`config.mk`:
```
export PLATFORM = sky130hd
export DESIGN_NAME = io_control_override_handler
export DESIGN_NICKNAME = d
export VERILOG_FILES = /design/src/sv/ioc_pkg.sv /design/src/sv/ioc_decode.sv /design/src/sv/io_control_override_handler.sv
export VERILOG_INCLUDE_DIRS = /design/src /design/src/sv
export SDC_FILE = /design/constraint.sdc
export NUM_CORES = 1
export LEC_CHECK = 0
export ABC_AREA = 0
export BUFFER_PORTS_ARGS = -buffer_cell sky130_fd_sc_hd__clkbuf_2
export CORE_MARGIN = 2
export CORE_UTILIZATION = 61
export CTS_BUF_LIST = sky130_fd_sc_hd__clkbuf_16
export DETAILED_ROUTE_END_ITERATION = 8
export GPL_TIMING_DRIVEN = 0
export PLACE_DENSITY = 0.94
export SLEW_MARGIN = 15
export SYNTH_ARGS = -nofsm -noshare
export SYNTH_HDL_FRONTEND = slang
export SYNTH_SLANG_ARGS = --single-unit
```
`constraint.sdc`:
```
create_clock -name clk_i -period 8 [get_ports clk_i]
set_clock_uncertainty 0.15 [all_clocks]
set_input_delay 0 -clock clk_i [delete_from_list [all_inputs] [get_ports clk_i]]
set_output_delay 0 -clock clk_i [all_outputs]
set_load 0.05 [all_outputs]
```
`src/sv/io_control_override_handler_assert.svh`:
```
// Assertion macros shared by the override handler RTL.
`ifndef IO_CONTROL_OVERRIDE_HANDLER_ASSERT_SVH
`define IO_CONTROL_OVERRIDE_HANDLER_ASSERT_SVH

// Clocked check, masked while reset is asserted.
`define IOC_ASSERT(lbl, prop, msg) \
  lbl: assert property (@(posedge clk_i) disable iff (!rst_ni) (prop)) else $error(msg);

// Clocked check that also holds during reset.
`define IOC_ASSERT_ALWAYS(lbl, prop, msg) \
  lbl: assert property (@(posedge clk_i) (prop)) else $error(msg);

`endif

```
`src/sv/ioc_pkg.sv`:
```
// Types, codes and constants of the I/O control override handler.
package ioc_pkg;

  typedef enum logic [2:0] {
    ST_OK          = 3'd0,
    ST_FORMAT      = 3'd1,
    ST_RANGE       = 3'd2,
    ST_UNSUPPORTED = 3'd3,
    ST_TOO_LONG    = 3'd4
  } status_e;

  // control byte codes
  localparam logic [7:0] CTL_RETURN  = 8'd0;
  localparam logic [7:0] CTL_DEFAULT = 8'd1;
  localparam logic [7:0] CTL_FREEZE  = 8'd2;
  localparam logic [7:0] CTL_ADJUST  = 8'd3;

  // config register indexes
  localparam logic [2:0] CFG_AIR_ID       = 3'd0;
  localparam logic [2:0] CFG_PAIR_ID      = 3'd1;
  localparam logic [2:0] CFG_AIR_DEFAULT  = 3'd2;
  localparam logic [2:0] CFG_EGR_DEFAULT  = 3'd3;
  localparam logic [2:0] CFG_IAC_DEFAULT  = 3'd4;
  localparam logic [2:0] CFG_EGR_MASK     = 3'd5;
  localparam logic [2:0] CFG_IAC_MASK     = 3'd6;

  localparam int unsigned CFG_IDX_W  = 3;
  localparam int unsigned CFG_DATA_W = 16;

  localparam logic [7:0] PCT_LIMIT      = 8'd100;
  localparam logic [7:0] LEN_ONE        = 8'd1;
  localparam logic [7:0] LEN_AIR_ADJUST = 8'd2;
  localparam logic [7:0] LEN_PAIR       = 8'd3;
  localparam logic [7:0] LEN_MASKED     = 8'd5;
  localparam logic [1:0] RSP_LEN_AIR    = 2'd2;
  localparam logic [1:0] RSP_LEN_PAIR   = 2'd3;

  typedef struct packed {
    logic [15:0] air_door_identifier;
    logic [15:0] egr_iac_identifier;
    logic [6:0]  air_default_position;
    logic [6:0]  egr_default_duty;
    logic [7:0]  iac_default_steps;
    logic [7:0]  egr_enable_mask;
    logic [7:0]  iac_enable_mask;
  } cfg_t;

  typedef struct packed {
    logic [15:0] identifier;
    logic [7:0]  control_byte;
    logic [7:0]  request_length;
    logic [7:0]  data_byte_one;
    logic [7:0]  data_byte_two;
    logic [7:0]  data_byte_three;
    logic [7:0]  data_byte_four;
    logic [7:0]  response_room;
  } req_t;

  typedef struct packed {
    logic [6:0] air_position;
    logic       air_overridden;
    logic       air_held;
    logic [6:0] egr_duty;
    logic [7:0] iac_steps;
    logic       egr_overridden;
    logic       iac_overridden;
    logic       egr_iac_held;
  } ovr_state_t;

  typedef struct packed {
    status_e    status;
    logic [1:0] response_length;
    logic [7:0] echo_control;
    logic [7:0] reply_byte_one;
    logic [7:0] reply_byte_two;
  } rsp_t;

  // saturate a written percent value at the limit
  function automatic logic [6:0] clamp_pct(input logic [6:0] v);
    logic [6:0] r;
    r = ({1'b0, v} > PCT_LIMIT) ? PCT_LIMIT[6:0] : v;
    return r;
  endfunction

endpackage

```
`src/sv/ioc_decode.sv`:
```
// Request decode, checks and next override state for one request.
module ioc_decode (
  input  ioc_pkg::req_t       req_i,
  input  ioc_pkg::cfg_t       cfg_i,
  input  ioc_pkg::ovr_state_t state_i,
  output ioc_pkg::ovr_state_t state_o,
  output ioc_pkg::rsp_t       rsp_o
);
  import ioc_pkg::*;

  logic       is_air;
  logic       is_pair;
  logic       use_egr;
  logic       use_iac;
  logic [7:0] len;
  logic [1:0] need;
  status_e    status;
  ovr_state_t st;

  assign len     = req_i.request_length;
  assign is_air  = (req_i.identifier == cfg_i.air_door_identifier);
  assign is_pair = !is_air && (req_i.identifier == cfg_i.egr_iac_identifier);
  assign need    = is_air ? RSP_LEN_AIR : RSP_LEN_PAIR;

  always_comb begin
    st      = state_i;
    status  = ST_OK;
    use_egr = 1'b1;
    use_iac = 1'b1;
    if (len == 8'd0) begin
      status = ST_FORMAT;
    end else if (is_air) begin
      case (req_i.control_byte)
        CTL_RETURN, CTL_DEFAULT: begin
          if (len != LEN_ONE) begin
            status = ST_FORMAT;
          end else begin
            st.air_position   = cfg_i.air_default_position;
            st.air_overridden = (req_i.control_byte == CTL_DEFAULT);
            st.air_held       = 1'b0;
          end
        end
        CTL_FREEZE: begin
          if (len != LEN_ONE) begin
            status = ST_FORMAT;
          end else begin
            st.air_overridden = 1'b1;
            st.air_held       = 1'b1;
          end
        end
        CTL_ADJUST: begin
          if (len != LEN_AIR_ADJUST) begin
            status = ST_FORMAT;
          end else if (req_i.data_byte_one > PCT_LIMIT) begin
            status = ST_RANGE;
          end else begin
            st.air_position   = req_i.data_byte_one[6:0];
            st.air_overridden = 1'b1;
            st.air_held       = 1'b0;
          end
        end
        default: status = ST_UNSUPPORTED;
      endcase
    end else if (is_pair) begin
      case (req_i.control_byte)
        CTL_RETURN, CTL_DEFAULT: begin
          if (len == LEN_PAIR) begin
            use_egr = |(req_i.data_byte_one & cfg_i.egr_enable_mask);
            use_iac = |(req_i.data_byte_two & cfg_i.iac_enable_mask);
          end
          if (len != LEN_PAIR && len != LEN_ONE) begin
            status = ST_FORMAT;
          end else begin
            if (use_egr) begin
              st.egr_duty       = cfg_i.egr_default_duty;
              st.egr_overridden = (req_i.control_byte == CTL_DEFAULT);
            end
            if (use_iac) begin
              st.iac_steps      = cfg_i.iac_default_steps;
              st.iac_overridden = (req_i.control_byte == CTL_DEFAULT);
            end
            st.egr_iac_held = 1'b0;
          end
        end
        CTL_FREEZE: begin
          if (len != LEN_ONE && len != LEN_PAIR) begin
            status = ST_FORMAT;
          end else begin
            st.egr_iac_held = 1'b1;
          end
        end
        CTL_ADJUST: begin
          if (len == LEN_MASKED) begin
            use_egr = |(req_i.data_byte_three & cfg_i.egr_enable_mask);
            use_iac = |(req_i.data_byte_four & cfg_i.iac_enable_mask);
          end
          if (len != LEN_MASKED && len != LEN_PAIR) begin
            status = ST_FORMAT;
          end else if (use_egr && (req_i.data_byte_one > PCT_LIMIT)) begin
            status = ST_RANGE;
          end else begin
            if (use_egr) begin
              st.egr_duty       = req_i.data_byte_one[6:0];
              st.egr_overridden = 1'b1;
            end
            if (use_iac) begin
              st.iac_steps      = req_i.data_byte_two;
              st.iac_overridden = 1'b1;
            end
            st.egr_iac_held = 1'b0;
          end
        end
        default: status = ST_UNSUPPORTED;
      endcase
    end else begin
      status = ST_RANGE;
    end
  end

  // room is checked after the update: a short buffer keeps the new state
  always_comb begin
    rsp_o        = '0;
    rsp_o.status = status;
    if (status == ST_OK) begin
      if (req_i.response_room < {6'd0, need}) begin
        rsp_o.status = ST_TOO_LONG;
      end else begin
        rsp_o.response_length = need;
        rsp_o.echo_control    = req_i.control_byte;
        rsp_o.reply_byte_one  = is_air ? {1'b0, st.air_position} : {1'b0, st.egr_duty};
        rsp_o.reply_byte_two  = is_air ? 8'd0 : st.iac_steps;
      end
    end
  end

  assign state_o = st;

endmodule

```
`src/sv/io_control_override_handler.sv`:
```
// Top level of the I/O control override handler: registers, handshake, config.
//
//  channel  | handshake                  | payload
//  ---------+----------------------------+------------------------------------------
//  request  | in_valid_i / in_stall_o    | identifier_i .. response_room_i
//  result   | out_valid_o / out_stall_i  | status_o .. override_flags_o
//  config   | cfg_we_i (no wait)         | cfg_index_i, cfg_data_i
//
// One request per cycle sustained while the result is not stalled. A beat taken into
// the input register moves on to the result register and is offered from then on.
// The decode sits between them and updates the override state in the same cycle
// the result register loads, so the next request always sees the state left by
// the previous one.
// Reset clears handshake state, config to its reset values and the override
// state to zero. A stalled result holds the result register; a full input
// register then holds too and in_stall_o rises.
module io_control_override_handler (
  input  logic                              clk_i,
  input  logic                              rst_ni,
  // config write port
  input  logic                              cfg_we_i,
  input  logic [ioc_pkg::CFG_IDX_W-1:0]     cfg_index_i,
  input  logic [ioc_pkg::CFG_DATA_W-1:0]    cfg_data_i,
  // request beat
  input  logic                              in_valid_i,
  output logic                              in_stall_o,
  input  logic [15:0]                       identifier_i,
  input  logic [7:0]                        control_byte_i,
  input  logic [7:0]                        request_length_i,
  input  logic [7:0]                        data_byte_one_i,
  input  logic [7:0]                        data_byte_two_i,
  input  logic [7:0]                        data_byte_three_i,
  input  logic [7:0]                        data_byte_four_i,
  input  logic [7:0]                        response_room_i,
  // result beat
  output logic                              out_valid_o,
  input  logic                              out_stall_i,
  output ioc_pkg::status_e                  status_o,
  output logic [1:0]                        response_length_o,
  output logic [7:0]                        echo_control_o,
  output logic [7:0]                        reply_byte_one_o,
  output logic [7:0]                        reply_byte_two_o,
  output logic [6:0]                        air_position_now_o,
  output logic [6:0]                        egr_duty_now_o,
  output logic [7:0]                        iac_steps_now_o,
  output logic [4:0]                        override_flags_o
);
  import ioc_pkg::*;

  cfg_t       cfg_q;
  req_t       req_q;
  logic       req_valid_q;
  ovr_state_t state_q, state_d;
  rsp_t       rsp_d, rsp_q;
  ovr_state_t snap_q;           // state shown with the result beat
  logic       out_valid_q;

  logic out_free;
  logic advance;
  logic in_take;

  // result register can load when empty or being drained this cycle
  assign out_free   = !out_valid_q || !out_stall_i;
  assign advance    = req_valid_q && out_free;
  assign in_stall_o = req_valid_q && !out_free;
  assign in_take    = in_valid_i && !in_stall_o;

  // ---- config registers ----
  always_ff @(posedge clk_i or negedge rst_ni) begin
    if (!rst_ni) begin
      cfg_q.air_door_identifier  <= 16'd0;
      cfg_q.egr_iac_identifier   <= 16'd1;
      cfg_q.air_default_position <= 7'd0;
      cfg_q.egr_default_duty     <= 7'd0;
      cfg_q.iac_default_steps    <= 8'd0;
      cfg_q.egr_enable_mask      <= 8'd1;
      cfg_q.iac_enable_mask      <= 8'd1;
    end else if (cfg_we_i) begin
      case (cfg_index_i)
        CFG_AIR_ID:      cfg_q.air_door_identifier  <= cfg_data_i;
        CFG_PAIR_ID:     cfg_q.egr_iac_identifier   <= cfg_data_i;
        CFG_AIR_DEFAULT: cfg_q.air_default_position <= clamp_pct(cfg_data_i[6:0]);
        CFG_EGR_DEFAULT: cfg_q.egr_default_duty     <= clamp_pct(cfg_data_i[6:0]);
        CFG_IAC_DEFAULT: cfg_q.iac_default_steps    <= cfg_data_i[7:0];
        CFG_EGR_MASK:    cfg_q.egr_enable_mask      <= cfg_data_i[7:0];
        CFG_IAC_MASK:    cfg_q.iac_enable_mask      <= cfg_data_i[7:0];
        default: ;  // unmapped index: ignored
      endcase
    end
  end

  // ---- input register ----
  always_ff @(posedge clk_i or negedge rst_ni) begin
    if (!rst_ni) begin
      req_valid_q <= 1'b0;
    end else if (in_take) begin
      req_valid_q <= 1'b1;
    end else if (advance) begin
      req_valid_q <= 1'b0;
    end
  end

  always_ff @(posedge clk_i) begin
    if (in_take) begin
      req_q.identifier      <= identifier_i;
      req_q.control_byte    <= control_byte_i;
      req_q.request_length  <= request_length_i;
      req_q.data_byte_one   <= data_byte_one_i;
      req_q.data_byte_two   <= data_byte_two_i;
      req_q.data_byte_three <= data_byte_three_i;
      req_q.data_byte_four  <= data_byte_four_i;
      req_q.response_room   <= response_room_i;
    end
  end

  // ---- decode ----
  ioc_decode u_decode (
    .req_i   (req_q),
    .cfg_i   (cfg_q),
    .state_i (state_q),
    .state_o (state_d),
    .rsp_o   (rsp_d)
  );

  // ---- override state: commits when the request moves to the result ----
  always_ff @(posedge clk_i or negedge rst_ni) begin
    if (!rst_ni) begin
      state_q <= '0;
    end else if (advance) begin
      state_q <= state_d;
    end
  end

  // ---- result register ----
  always_ff @(posedge clk_i or negedge rst_ni) begin
    if (!rst_ni) begin
      out_valid_q <= 1'b0;
    end else if (out_free) begin
      out_valid_q <= req_valid_q;
    end
  end

  always_ff @(posedge clk_i) begin
    if (advance) begin
      rsp_q  <= rsp_d;
      snap_q <= state_d;
    end
  end

  assign out_valid_o        = out_valid_q;
  assign status_o           = rsp_q.status;
  assign response_length_o  = rsp_q.response_length;
  assign echo_control_o     = rsp_q.echo_control;
  assign reply_byte_one_o   = rsp_q.reply_byte_one;
  assign reply_byte_two_o   = rsp_q.reply_byte_two;
  assign air_position_now_o = snap_q.air_position;
  assign egr_duty_now_o     = snap_q.egr_duty;
  assign iac_steps_now_o    = snap_q.iac_steps;
  assign override_flags_o   = {snap_q.egr_iac_held, snap_q.iac_overridden,
                               snap_q.egr_overridden, snap_q.air_held,
                               snap_q.air_overridden};

  // ---- checks ----
`include "io_control_override_handler_assert.svh"

  `IOC_ASSERT(a_err_no_reply, out_valid_o && (status_o != ST_OK) |-> (response_length_o == 2'd0) && (echo_control_o == 8'd0), "error beat carries reply bytes")
  `IOC_ASSERT(a_ok_has_reply, out_valid_o && (status_o == ST_OK) |-> (response_length_o == RSP_LEN_AIR) || (response_length_o == RSP_LEN_PAIR), "ok beat without reply length")
  `IOC_ASSERT(a_pct_limit, ({1'b0, state_q.air_position} <= PCT_LIMIT) && ({1'b0, state_q.egr_duty} <= PCT_LIMIT), "percent state above limit")
  `IOC_ASSERT(a_frozen_owned, state_q.air_held |-> state_q.air_overridden, "air frozen but not under control")
  `IOC_ASSERT_ALWAYS(a_stall_needs_item, in_stall_o |-> req_valid_q, "input stalled with empty input register")

endmodule
```
Word-level counts from Yosys, hierarchy flattened
Cells that the tools add are included.

Word-level logic and storage cells: 160. Register bits: 227. Bits of input ports: 96. Output and inout bits: 58.

Reductions and logical operators: 33. Multiplexer cells: 64. Eq/ne operators: 17. Order comparisons: 3. Bitwise logic cells: 5.

Operators with widths (number): $mux 18 (5); $mux 9 (4); $pmux 17 s2 (1); $and 8x8->8 (4); $eq 16x16->1 (2); $reduce_or 8->1 (4); $mux 1 (30); $mux 29 (1); $mux 7 (4); $mux 27 (1); $mux 26 (1); $eq 8x2->1 const B (3); $mux 8 (3); $mux 3 (6); $logic_not 8->1 (2); $ne 8x2->1 const B (2); $pmux 7 s2 (1); $reduce_and 2->1 (7); $pmux 3 s2 (2); $eq 3x3->1 const B (3); $eq 8x1->1 const B (1); $eq 8x3->1 const B (1); $gt 8x7->1 const B (1); $lt 8x2->1 (1); 16 further kinds (32).

Longest topological paths before layout
Word-level depth: 17. Mapped depth: 8. Depth with buffers taken out: 6.

Hierarchy
Synthesis repeated with hierarchy kept, for this count alone.

Cells, all modules: 718. Area total of the unflattened synthesis: 10049.6 µm².

Modules (own cells, without submodules): io_control_override_handler (instances 1, area an instance 7677.4 µm², seq. area each 6324.8 µm², cells an instance 370); ioc_decode (instances 1, area an instance 2372.3 µm², seq. area each 0.0 µm², cells an instance 348).

Worst setup path before layout
No wires, ideal clock.

Path kind: reg2reg. From: reg out_valid_q, in the netlist out_valid_o. To: reg state_q[20] in the netlist's numbering. Buffers on the path: 1. Stages on the path, launching flop included: 6. Library setup time: 129 ps. Setup slack: 4579 ps. Period minus slack after synthesis: 3421 ps. Arrival: 3142 ps. Data required time: 7721 ps. Cell sequence: dfrtp_1 > nand2_1 > nand2_1 > inv_1 > clkbuf_1 > mux2_2.

Cells in the longest elaborated chain, start to end: 3.

RTL lines: start: declaration (RTL line io_control_override_handler.sv:56) `logic out_valid_q;`; start signal: assignment (RTL line io_control_override_handler.sv:139) `out_valid_q <= req_valid_q;`; $logic_not 1->1 (RTL line io_control_override_handler.sv:63) `assign out_free = !out_valid_q || !out_stall_i;`; $logic_or 1x1->1 (RTL line io_control_override_handler.sv:63); $logic_and 1x1->1 (RTL line io_control_override_handler.sv:64) `assign advance = req_valid_q && out_free;`; named net advance (RTL line io_control_override_handler.sv:59) `logic advance;`; end signal: assignment (RTL line io_control_override_handler.sv:130) `state_q <= state_d;`; end: declaration (RTL line io_control_override_handler.sv:53) `ovr_state_t state_q, state_d;`.

The timed path passes the listed nets, and every way through them passes these cells. A chain may end at the register's enable or synchronous reset.

Worst setup path after layout
From: reg req_q[61] in the netlist's numbering. To: reg rsp_q (netlist bit reply_byte_one_o[6]), data pin.

Cells in the longest elaborated chain, start to end: 9. Elaborated cells between the ends (all ways): 17. Those cells by class: order compare: 1; eq/ne: 2; mux: 9; bitwise: 1; reduce/logical: 4.

RTL lines: start: declaration (RTL line io_control_override_handler.sv:51) `req_t req_q;`; parallel branches: the longest is 9 deep, another holds $lt 8x2->1; end signal: assignment (RTL line io_control_override_handler.sv:145) `rsp_q <= rsp_d;`; end: declaration (RTL line io_control_override_handler.sv:54) `rsp_t rsp_d, rsp_q;`.

Several ways; the timed one is not identified.

==> results.md <==
- Run status: complete, no violations
- CP Class: flip-flop to flip-flop
- CP Launch Type: flip-flop
- CP required: 8.14 ns
- FMAX: 0.2957 GHz
- Yosys reg bits: 226
- Avg Inst Size Synth: 13.14 sq um
- Hold Crit Class: input pin to flip-flop
- First-pass detailed-route iteration total: 6
- Final critical-path required period: 3.382 ns
- Final hold vios: 0
- Cell internal pwr: 2.065 mW
- Worst r2r path cells: 6
- Async set-reset flop share out of synthesis: 0.4381
- Multi-input logic area: 3661 sq um
- Row count: 46
- Clk sinks: 226
- Nets: 1146
- Post-synth EDFFs: 127
- Sw frac: 0.2792
- CTS Hold Bufs: 99
- VDD IR max: 0.0003093 V
- Die Y: 132.5 microns
- Crit-path cells: xor2_1 -> nor4_1 -> nand4_2 -> a311oi_2 -> o2111ai_2 -> a31oi_1
- Post-Syn Area: 10080 sq um
- H-tree depth: 1
- Maxcap violations: 0
- Post-CTS Resized: 0
- Crit-path max cell delay: 0.60 ns
- Layout cells sized above 1: 0.2830
- Initial antenna violation count: 0
- Vias per cell: 6.503
- Port Buffers: 150
- WP buf/inv: 0
- Synth Warn #: 0
- DIE AREA: 17570 sq um
- Cell variety after synth: 72
- FF+latch area: 6295 sq um
- Worst Hold Margin: 0.02772 ns
- CTS clk-pin slew, worst paths: 0.07 ns
- Syn Inst Count: 767
- Ys flop type: edfxtp_1
- P_leak: 5.209 nW
- Total chip power: 2.866 mW
- Die Wd: 132.5 microns
- CP arrival: 3.53 ns
- Clock power frac: 0.352
- Delay-heaviest family, CP: compound AO/OA/AOI/OAI gates
- Number of I/O pins: 154
- Grt ovf: 0
- Final count of negative-setup-slack endpoints: 0
- Final Cycle Share: 0.4228
- 1st-iter DRT viols: 1140
- ANT cells: 0
- Worst-skew pair later-pin latency: 0.54 ns
- Power Density: 222.1 nW/um^2
- Starting Density: 0.6299
- CP endpoint kind: flip-flop
- Clk buf depth: 3
- Fill cells: 891
- Crit-path max FO: 10
- Core Region: 16000 sq um
- First-pass GRT wire length: 47090 microns
- GPL Wtd Cong: 0.9125
- Routed wire per std cell: 23.89 microns
- Sequential share of the synthesized area: 0.6246
- Number of remaining DRC errors: 0
- Slowest cell on crit path: nor4_1
- Largest net degree at the start of global routing: 100
- Post-CTS setup buffers: 0
- Vias: 8343
- Final TNS setup: 0 ns
- Number of global-route vias before repair: 8294
- CTS root buffer: clkbuf_16
- Routed WL: 30660 microns
- WP depth: 6
- Synthesis-to-layout area growth: 28.01%
- Worst slew pin tran: 1.091 ns
- Combinational Power Share: 0.138
- P_sw: 0.8000 mW
- TritonCTS Buffers: 23
- Sequential power share: 0.510
- CTS tree: built
- Total GRT Usage: 0.3486
- Max-Slew Margin vs Limit: 0.2668
- Hold path depth: 2
- Routed Antenna Nets: 0
- RSZ-0062 raised after global routing: false
- Pins over their slew limit: 0
- HPWL Detailed: 17830 microns
## power groups by stage
stage                     clock network, mW  registers [mW]  logic [mW]
after detailed placement                  0            1.47       0.327
after global placement                    0            1.46       0.303
after global routing                   1.05            1.47       0.414
after CTS                             0.989            1.45       0.370
after floorplan                           0            1.50       0.160
final                                  1.01            1.46       0.395
## synth_stat cells (3+ instances only)
cell type | count | area (sq um)
a21oi_1 | 30 | 150.1
a221o_1 | 3 | 30.03
a22o_1 | 15 | 131.4
a22oi_1 | 10 | 75.07
a31oi_1 | 14 | 87.58
a32oi_1 | 8 | 70.07
a41oi_1 | 3 | 26.28
and2_1 | 4 | 25.02
and3_1 | 4 | 25.02
and4_1 | 4 | 35.03
buf_2 | 9 | 45.04
buf_4 | 4 | 30.03
clkbuf_1 | 12 | 45.04
dfrtp_1 | 96 | 2402
dfstp_2 | 3 | 78.83
edfxtp_1 | 127 | 3814
inv_1 | 8 | 30.03
mux2_2 | 66 | 743.2
mux2i_1 | 7 | 70.07
nand2_1 | 77 | 289.0
nand2b_1 | 5 | 31.28
nand3_1 | 23 | 115.1
nand4_1 | 5 | 31.28
nor2_1 | 25 | 93.84
nor2b_1 | 3 | 18.77
nor3_1 | 25 | 125.1
nor3_2 | 6 | 60.06
nor3b_1 | 8 | 60.06
nor4_1 | 11 | 68.82
nor4_4 | 3 | 63.81
nor4b_1 | 3 | 26.28
o21ai_0 | 33 | 165.2
o2bb2ai_1 | 14 | 122.6
o31ai_1 | 12 | 90.09
or2_2 | 3 | 18.77
or3_1 | 4 | 25.02
xor2_1 | 34 | 297.8
## kinds of logic (layout without fill, tap and decap cells)
logic type             Yosys count  in the layout  synth area share
flip-flops                     226            226            0.6246
AND/OR/NAND/NOR                228            228            0.1258
XOR/XNOR                        34             34           0.02955
other                            1              7         0.0003721
AO/OA/AOI/OAI                  170            170            0.1234
multiplexers                    73             73           0.08070
buffers and inverters           35            329           0.01564
## layer usage
metal,vias up,global-route usage,wire length [microns]
li1,3515,-,-
met2,717,0.5636,14280
met4,0,0.1935,2091
met3,174,0.08046,3328
met5,-,0,0
met1,3937,0.4378,10950
## area by class of cell
type                       count  share of cell area
timing repair buffer         252              0.1415
sequential                   226              0.4879
clock buffer                  24             0.04655
clock inverter                18            0.006789
inverter                       8            0.002328
tap                          216             0.02095
buffer                        27             0.01018
multi-input combinational    512              0.2838
## per-stage QoR
step                      instance area, sq um  utilization  setup WS [ns]  instances
after CTS                                12900       0.8060          4.907       1283
after global placement                   11120       0.6951          4.053       1139
after detailed placement                 11220       0.7010          4.943       1142
after floorplan                          10100            -          4.579        773
final                                    12900       0.8063          4.618       1283
after global routing                     12900       0.8063          4.543       1283
## cells in the final DEF (no fill, tap or decap), drive strengths merged, types with 6 or more instances in the layout
cell type    instances
nor2                26
clkinv              10
a32oi                8
o21ai               34
dfrtp               96
nor3b                8
edfxtp             127
a21oi               31
dlygate4sd3         99
clkbuf             186
nor4                15
a31oi               15
nand2               78
inv                 14
a22o                15
xor2                34
mux2i                7
mux2                66
a22oi               10
conb                 7
nand4                6
nand3               24
o31ai               12
nor3                31
buf                 18
o2bb2ai             14
## final timing paths
path / start / endpoint / slack (ns)
worst min-delay path: data_byte_four_i[4] / req_q[12] / 0.03
max in group asynchronous: rst_ni / state_q[11] / 6.72
worst max-delay path: req_q[61] / reply_byte_one_o[6] / 4.62
worst min register to register: state_q[5] / state_q[5] / 0.36
worst max register to register: req_q[61] / reply_byte_one_o[6] / 4.62
min in group asynchronous: rst_ni / cfg_q[13] / 0.58
## registers in the layout (all words and copies together), names as in the netlist, 2 cells and up
signal / count
air_position_now_o: 7
cfg_q: 70
echo_control_o: 8
egr_duty_now_o: 7
iac_steps_now_o: 8
override_flags_o: 5
reply_byte_one_o: 7
reply_byte_two_o: 8
req_q: 72
response_length_o: 2
state_q: 27
status_o: 3
Note: power is estimated with default switching activity, not from simulation.
